===== src/rtl/gzhs_pkg.sv =====
`timescale 1ns / 1ps

package gzhs_pkg;

  // gzip member header constants
  localparam logic [7:0] MagicOne      = 8'h1f;
  localparam logic [7:0] MagicTwo      = 8'h8b;
  localparam logic [7:0] MethodDeflate = 8'h08;
  localparam logic [7:0] FlagReserved  = 8'hE0;
  localparam logic [4:0] FlagHcrc      = 5'h02;
  localparam logic [4:0] FlagExtra     = 5'h04;
  localparam logic [4:0] FlagName      = 5'h08;
  localparam logic [4:0] FlagComment   = 5'h10;

  localparam int unsigned FixedLen = 6;
  localparam int unsigned HcrcLen  = 2;

  // header section currently being parsed
  typedef enum logic [3:0] {
    PH_ID1   = 4'd0,
    PH_ID2   = 4'd1,
    PH_CM    = 4'd2,
    PH_FLG   = 4'd3,
    PH_FIXED = 4'd4,
    PH_XLO   = 4'd5,
    PH_XHI   = 4'd6,
    PH_XDATA = 4'd7,
    PH_NAME  = 4'd8,
    PH_COMM  = 4'd9,
    PH_HCRC  = 4'd10,
    PH_PAY   = 4'd11
  } phase_e;

  // result status codes
  typedef enum logic [2:0] {
    ST_PAYLOAD     = 3'd0,
    ST_BAD_MAGIC   = 3'd1,
    ST_BAD_METHOD  = 3'd2,
    ST_TRUNCATED   = 3'd3,
    ST_HEADER_ONLY = 3'd4
  } status_e;

  // First enabled optional section at or after 'from', else the payload
  function automatic phase_e next_section(input phase_e from, input logic [4:0] flags);
    phase_e res;
    res = PH_PAY;
    if (from <= PH_HCRC && (flags & FlagHcrc) != '0) res = PH_HCRC;
    if (from <= PH_COMM && (flags & FlagComment) != '0) res = PH_COMM;
    if (from <= PH_NAME && (flags & FlagName) != '0) res = PH_NAME;
    if (from <= PH_XLO && (flags & FlagExtra) != '0) res = PH_XLO;
    return res;
  endfunction

endpackage


===== src/rtl/gzip_header_stripper_unit.sv =====
`timescale 1ns / 1ps

// Channel | Signals                                             | Direction
// input   | in_valid_i, in_ready_o, stream_byte_i, final_byte_i | sink
// output  | out_valid_o, out_ready_i, payload_byte_o, status_o,| source
//         | end_of_stream_o                                     |
//
// One byte per cycle, unless a result waits on a stalled output: a beat is held in the input register,
// then the phase logic decides its result and writes the output register.
// Reset clears the parser state and both valid flags; a final byte also
// restarts the parser. A stalled output only holds the input register when
// the waiting byte would itself produce a result.

module gzip_header_stripper_unit
  import gzhs_pkg::*;
(
  input  logic       clk_i,
  input  logic       rst_ni,
  input  logic       in_valid_i,
  output logic       in_ready_o,
  input  logic [7:0] stream_byte_i,
  input  logic       final_byte_i,
  output logic       out_valid_o,
  input  logic       out_ready_i,
  output logic [7:0] payload_byte_o,
  output logic [2:0] status_o,
  output logic       end_of_stream_o
);

  // input register
  logic       s1_valid_q;
  logic [7:0] s1_byte_q;
  logic       s1_fin_q;

  // parser state
  phase_e      phase_q, phase_d;
  logic [4:0]  flags_q, flags_d;
  logic [15:0] count_q, count_d;
  logic        err_q, err_d;

  // output register
  logic       out_valid_q, out_valid_d;
  logic [7:0] out_byte_q;
  status_e    out_status_q;
  logic       out_eos_q;

  logic       has_res;
  logic [7:0] res_byte;
  status_e    res_status;
  logic       s1_go;
  logic       out_free;
  logic [15:0] count_inc;
  logic [15:0] count_dec;
  logic [15:0] xlen;

  assign count_inc = count_q + 16'd1;
  assign count_dec = count_q - 16'd1;
  assign xlen      = {s1_byte_q, count_q[7:0]};

  // Decode the held byte against the current phase
  always_comb begin
    phase_d    = phase_q;
    flags_d    = flags_q;
    count_d    = count_q;
    err_d      = err_q;
    has_res    = 1'b0;
    res_byte   = '0;
    res_status = ST_PAYLOAD;
    if (!err_q) begin
      unique case (phase_q)
        PH_ID1: begin
          if (s1_byte_q != MagicOne) begin
            res_status = ST_BAD_MAGIC;
            has_res    = 1'b1;
          end else begin
            phase_d = PH_ID2;
          end
        end
        PH_ID2: begin
          if (s1_byte_q != MagicTwo) begin
            res_status = ST_BAD_MAGIC;
            has_res    = 1'b1;
          end else begin
            phase_d = PH_CM;
          end
        end
        PH_CM: begin
          if (s1_byte_q != MethodDeflate) begin
            res_status = ST_BAD_METHOD;
            has_res    = 1'b1;
          end else begin
            phase_d = PH_FLG;
          end
        end
        PH_FLG: begin
          if ((s1_byte_q & FlagReserved) != '0) begin
            res_status = ST_BAD_METHOD;
            has_res    = 1'b1;
          end else begin
            flags_d = s1_byte_q[4:0];
            count_d = '0;
            phase_d = PH_FIXED;
          end
        end
        PH_FIXED: begin
          count_d = count_inc;
          if (count_inc >= 16'(FixedLen)) begin
            phase_d = next_section(PH_XLO, flags_q);
            count_d = '0;
          end
        end
        PH_XLO: begin
          count_d = {8'd0, s1_byte_q};
          phase_d = PH_XHI;
        end
        PH_XHI: begin
          count_d = xlen;
          if (xlen == '0) begin
            phase_d = next_section(PH_NAME, flags_q);
          end else begin
            phase_d = PH_XDATA;
          end
        end
        PH_XDATA: begin
          count_d = count_dec;
          if (count_dec == '0) begin
            phase_d = next_section(PH_NAME, flags_q);
            count_d = '0;
          end
        end
        PH_NAME: begin
          if (s1_byte_q == '0) begin
            phase_d = next_section(PH_COMM, flags_q);
            count_d = '0;
          end
        end
        PH_COMM: begin
          if (s1_byte_q == '0) begin
            phase_d = next_section(PH_HCRC, flags_q);
            count_d = '0;
          end
        end
        PH_HCRC: begin
          count_d = count_inc;
          if (count_inc >= 16'(HcrcLen)) begin
            phase_d = next_section(PH_PAY, flags_q);
            count_d = '0;
          end
        end
        default: begin
          // payload, and any unused phase code
          res_byte = s1_byte_q;
          has_res  = 1'b1;
        end
      endcase
      if (has_res && res_status != ST_PAYLOAD) begin
        err_d = 1'b1;
      end else if (!has_res && s1_fin_q) begin
        has_res    = 1'b1;
        res_status = (phase_d == PH_PAY) ? ST_HEADER_ONLY : ST_TRUNCATED;
      end
    end
    // restart after the last byte of a file
    if (s1_fin_q) begin
      phase_d = PH_ID1;
      flags_d = '0;
      count_d = '0;
      err_d   = 1'b0;
    end
  end

  // Advance the held byte unless its result has nowhere to go
  assign out_free   = !out_valid_q || out_ready_i;
  assign s1_go      = s1_valid_q && (!has_res || out_free);
  assign in_ready_o = !s1_valid_q || s1_go;

  always_comb begin
    if (s1_go && has_res) begin
      out_valid_d = 1'b1;
    end else if (out_ready_i) begin
      out_valid_d = 1'b0;
    end else begin
      out_valid_d = out_valid_q;
    end
  end

  // Control and parser state
  always_ff @(posedge clk_i or negedge rst_ni) begin
    if (!rst_ni) begin
      s1_valid_q  <= 1'b0;
      out_valid_q <= 1'b0;
      phase_q     <= PH_ID1;
      flags_q     <= '0;
      count_q     <= '0;
      err_q       <= 1'b0;
    end else begin
      out_valid_q <= out_valid_d;
      if (in_ready_o) begin
        s1_valid_q <= in_valid_i;
      end
      if (s1_go) begin
        phase_q <= phase_d;
        flags_q <= flags_d;
        count_q <= count_d;
        err_q   <= err_d;
      end
    end
  end

  // Payload registers
  always_ff @(posedge clk_i) begin
    if (in_ready_o && in_valid_i) begin
      s1_byte_q <= stream_byte_i;
      s1_fin_q  <= final_byte_i;
    end
    if (s1_go && has_res) begin
      out_byte_q   <= res_byte;
      out_status_q <= res_status;
      out_eos_q    <= s1_fin_q;
    end
  end

  assign out_valid_o     = out_valid_q;
  assign payload_byte_o  = out_byte_q;
  assign status_o        = out_status_q;
  assign end_of_stream_o = out_eos_q;

endmodule


===== config.mk =====
export PLATFORM = sky130hd
export DESIGN_NAME = gzip_header_stripper_unit
export DESIGN_NICKNAME = d
export VERILOG_FILES = /design/src/rtl/gzhs_pkg.sv /design/src/rtl/gzip_header_stripper_unit.sv
export SDC_FILE = /design/constraint.sdc
export NUM_CORES = 1
export LEC_CHECK = 0
export ABC_AREA = 1
export BUFFER_PORTS_ARGS = -buffer_cell sky130_fd_sc_hd__buf_2
export CAP_MARGIN = 10
export CORE_UTILIZATION = 55
export CTS_BUF_LIST = sky130_fd_sc_hd__clkbuf_8
export DETAILED_ROUTE_END_ITERATION = 7
export PLACE_DENSITY = 0.83
export SYNTH_ARGS = -nofsm -noshare
export SYNTH_HDL_FRONTEND = slang
export SYNTH_SLANG_ARGS = --single-unit

===== constraint.sdc =====
create_clock -name clk_i -period 3 [get_ports clk_i]
set_input_delay 0.45 -clock clk_i [delete_from_list [all_inputs] [get_ports clk_i]]
set_output_delay 0.45 -clock clk_i [all_outputs]
set_load 0.05 [all_outputs]

==> metrics.yaml <==
clock_network:
  clkLatencyLatePin_ps: 300
  cts_sinks: 48
  clkTransAtPathRegs_ps: 90
  ctsHoldBuffers: 0
  cts_buffer_depth: 2
  tritoncts: "done"
  cts_buffers: 5
  cts-root-buf: "clkbuf_8"
  htreeDepth: 2
critical_path:
  cp_num_buf_inv: 4
  worst_ep_arrival_time_ps: 2310
  start_kind: "flop"
  cpLargestDelayFamily: "simple AND/OR/NAND/NOR gates"
  cp.required_ps: 2550
  path_class: "flop to primary output"
  worstReg2RegStart: "count_q[0]$_DFFE_PN0P_"
  slowest_stage: "dfrtp_1"
  ff2ff_path_depth: 17
  worst-r2r-setup-slack_ps: 300
  cp_max_fo: 4
  cpPeakStageDelay_ps: 420
  cp-end-kind: "primary output"
  critical_path.cell_chain: "nor2_1 -> inv_2 -> nor2_1 -> nand2_1 -> inv_2 -> a21oi_2 -> nand2_1 -> nor2_1 -> nand2_1 -> nand2_1 -> inv_2 -> nand4_1 -> buf_2"
  crit_top_cell: "nand2_1"
  r2r-end: "status_o[1]$_SDFFCE_PP0P_"
sta:
  rsz0062_at_grt: "no"
  fin_crit_sh: 0.921
  post-route-min-period_ps: 2760
  final.setup.worst_slack_ps: 236
  maxSlewViolCount: 0
  hold_viol_final: 0
  worstMarginPinSlew_ps: 706
  max_freq_ghz: 0.362
  slew_headroom: 0.525
  finalSetupViolCount: 0
  skew_ps: 13.7
  finalSetupTns_ps: 0
finish:
  fillers: 595
  n_antenna_cell: 0
  drive_above_1_share: 0.168
  nets: 569
  syn_to_final_growth_pct: 7.45
  finish.utilization: 0.611
detailed_routing:
  drc: 0
  viasPerCell: 5.80
  wire_per_inst_um: 15.9
  dr_total_vias: 3652
  antenna_left: 0
  firstDrtPassIters: 5
  routed_wl_um: 10000
  drt_iter0_drc: 465
synthesis:
  ys_ff_latch: 48
  synthDistinctLibCells: 33
  synth-seq-area-share: 0.362
  syn_nets: 543
  synth.cell_area_um2: 3610
  ys.warnings.count: 0
  syn_inst: 526
  syn_avg_cell_area_um2: 6.86
die:
  rows: 29
  core_um2: 6350
  die_width_um: 83.0
  die_area_um2: 6890
  die_y_um: 83.0
  start_util: 0.569
  io_pins: 27
grt:
  grt_pass1_vias: 3437
  grt_max_degree: 28
  gr-total-overflow: 0
  grt_pass1_wl_um: 16800
  grt_antenna_before_repair: 0
  gr-usage-all-layers: 0.306
pwr:
  p_leak_nw: 1.92
  clkPwrFrac: 0.277
  internal_power_mw: 0.924
  powerDensity_nw_per_um2: 342
  p_comb_frac: 0.160
  irDropWorstVdd_v: 0.000359
  power.switching_mw: 0.402
  p_sw_frac: 0.303
  power_frac_seq: 0.563
  power_mw: 1.33
run:
  max-cap-violations: 0
place:
  routabilityCongestion: 1.00
  port_buffers: 26
  dp_slack_ps: 321
  dp_hpwl_um: 7890
worst_hold_path:
  hold_path.class: "input pin to async pin"
run_status:
  status: "finished clean"
cells in the final DEF (no fill, tap or decap), drive strengths merged:
cell type / netlist / layout
nand2: 183 / 183
nor2: 89 / 89
inv: 65 / 67
nand3: 41 / 41
buf: 9 / 30
dfrtp: 27 / 27
edfxtp: 21 / 21
a21oi: 16 / 16
o22ai: 15 / 15
o21ai: 14 / 14
nand4: 13 / 13
nor3: 8 / 8
xor2: 5 / 5
clkbuf: 2 / 5
ha: 4 / 4
o31ai: 4 / 4
a22oi: 3 / 3
xnor2: 2 / 2
nor4: 2 / 2
o221ai: 2 / 2
and2: 1 / 1
clkinv: 0 / 1
through the flow:
stage / cells / cell area (um^2) / hold WS [ps]
after floorplan: 526 / 3610 / 154
after global placement: 622 / 3800 / 501
after detailed placement: 622 / 3800 / 504
after CTS: 630 / 3880 / 171
after global routing: 630 / 3880 / 202
final: 630 / 3880 / 157
synthesized netlist by cell type, drive strengths merged:
| master | count | area [um^2] |
|---|---|---|
| o31ai | 4 | 40.0 |
| o221ai | 2 | 17.5 |
| dfrtp | 27 | 676 |
| and2 | 1 | 6.26 |
| inv | 65 | 244 |
| buf | 9 | 63.8 |
| a22oi | 3 | 22.5 |
| nor4 | 2 | 12.5 |
| nor2 | 89 | 442 |
| nand3 | 41 | 235 |
| a21oi | 16 | 83.8 |
| ha | 4 | 50.1 |
| xor2 | 5 | 43.8 |
| clkbuf | 2 | 7.51 |
| nand2 | 183 | 729 |
| o21ai | 14 | 73.8 |
| o22ai | 15 | 93.8 |
| edfxtp | 21 | 631 |
| nor3 | 8 | 40.0 |
| nand4 | 13 | 81.3 |
| xnor2 | 2 | 17.5 |
cells by family after synthesis:
kind of cell,after synthesis,synth area share
xor+xnor,7,0.0170
compound gates,54,0.0918
buf+inv,76,0.0873
fa+ha+maj,4,0.0139
flops,48,0.362
simple gates,337,0.428
power groups by stage:
stage,clock (mW),combinational (mW),sequential [mW]
6_report,0.367,0.212,0.747
3_5_place_dp,0,0.210,0.761
4_1_cts,0.375,0.211,0.747
2_1_floorplan,0,0.0808,0.827
5_1_grt,0.397,0.226,0.751
3_3_place_gp,0,0.208,0.758
worst max path at each step:
stage,to,cells after the start,startpoint
2_1_floorplan,s1_byte_q[0]$_DFFE_PP_,14,phase_q[3]$_DFFE_PN0P_
3_5_place_dp,status_o[1]$_SDFFCE_PP0P_,17,count_q[0]$_DFFE_PN0P_
5_1_grt,in_ready_o,13,phase_q[3]$_DFFE_PN0P_
6_report,in_ready_o,13,phase_q[3]$_DFFE_PN0P_
3_3_place_gp,status_o[0]$_SDFFCE_PP0P_,16,count_q[0]$_DFFE_PN0P_
4_1_cts,in_ready_o,13,phase_q[3]$_DFFE_PN0P_
timing repair:
action | 4_1_cts | 5_1_grt
endpoints found under the hold margin | 0 | 0
resized for setup | 0 | 2
endpoints found under the setup margin | 0 | 1
buffers inserted | 0 | 0
routing by layer:
metal / wire [um] / share of wire / vias up / GRT usage
li1: - / - / 1758 / -
met1: 4560 / 0.45 / 1689 / 0.452
met2: 4420 / 0.44 / 182 / 0.459
met3: 915 / 0.091 / 23 / 0.0606
met4: 136 / 0.014 / 0 / 0.0784
met5: 0 / 0 / - / 0
flip-flops by register name, indices dropped and copies added, names as in the netlist, 3 cells and up:
name and count:
count_q 16, payload_byte_o 8, s1_byte_q 8, flags_q 4, phase_q 4, status_o 3
cell type report:
cell class,instances,area (um^2),share of cell area
Sequential cell,48,1310,0.337
Clock buffer,5,68.8,0.0177
Tap cell,77,96.3,0.0248
Multi-Input combinational cell,402,1990,0.513
Inverter,65,244,0.0629
Timing Repair Buffer,30,160,0.0413
Clock inverter,3,12.5,0.00322
No activity file was read; power rests on OpenSTA's default activity.
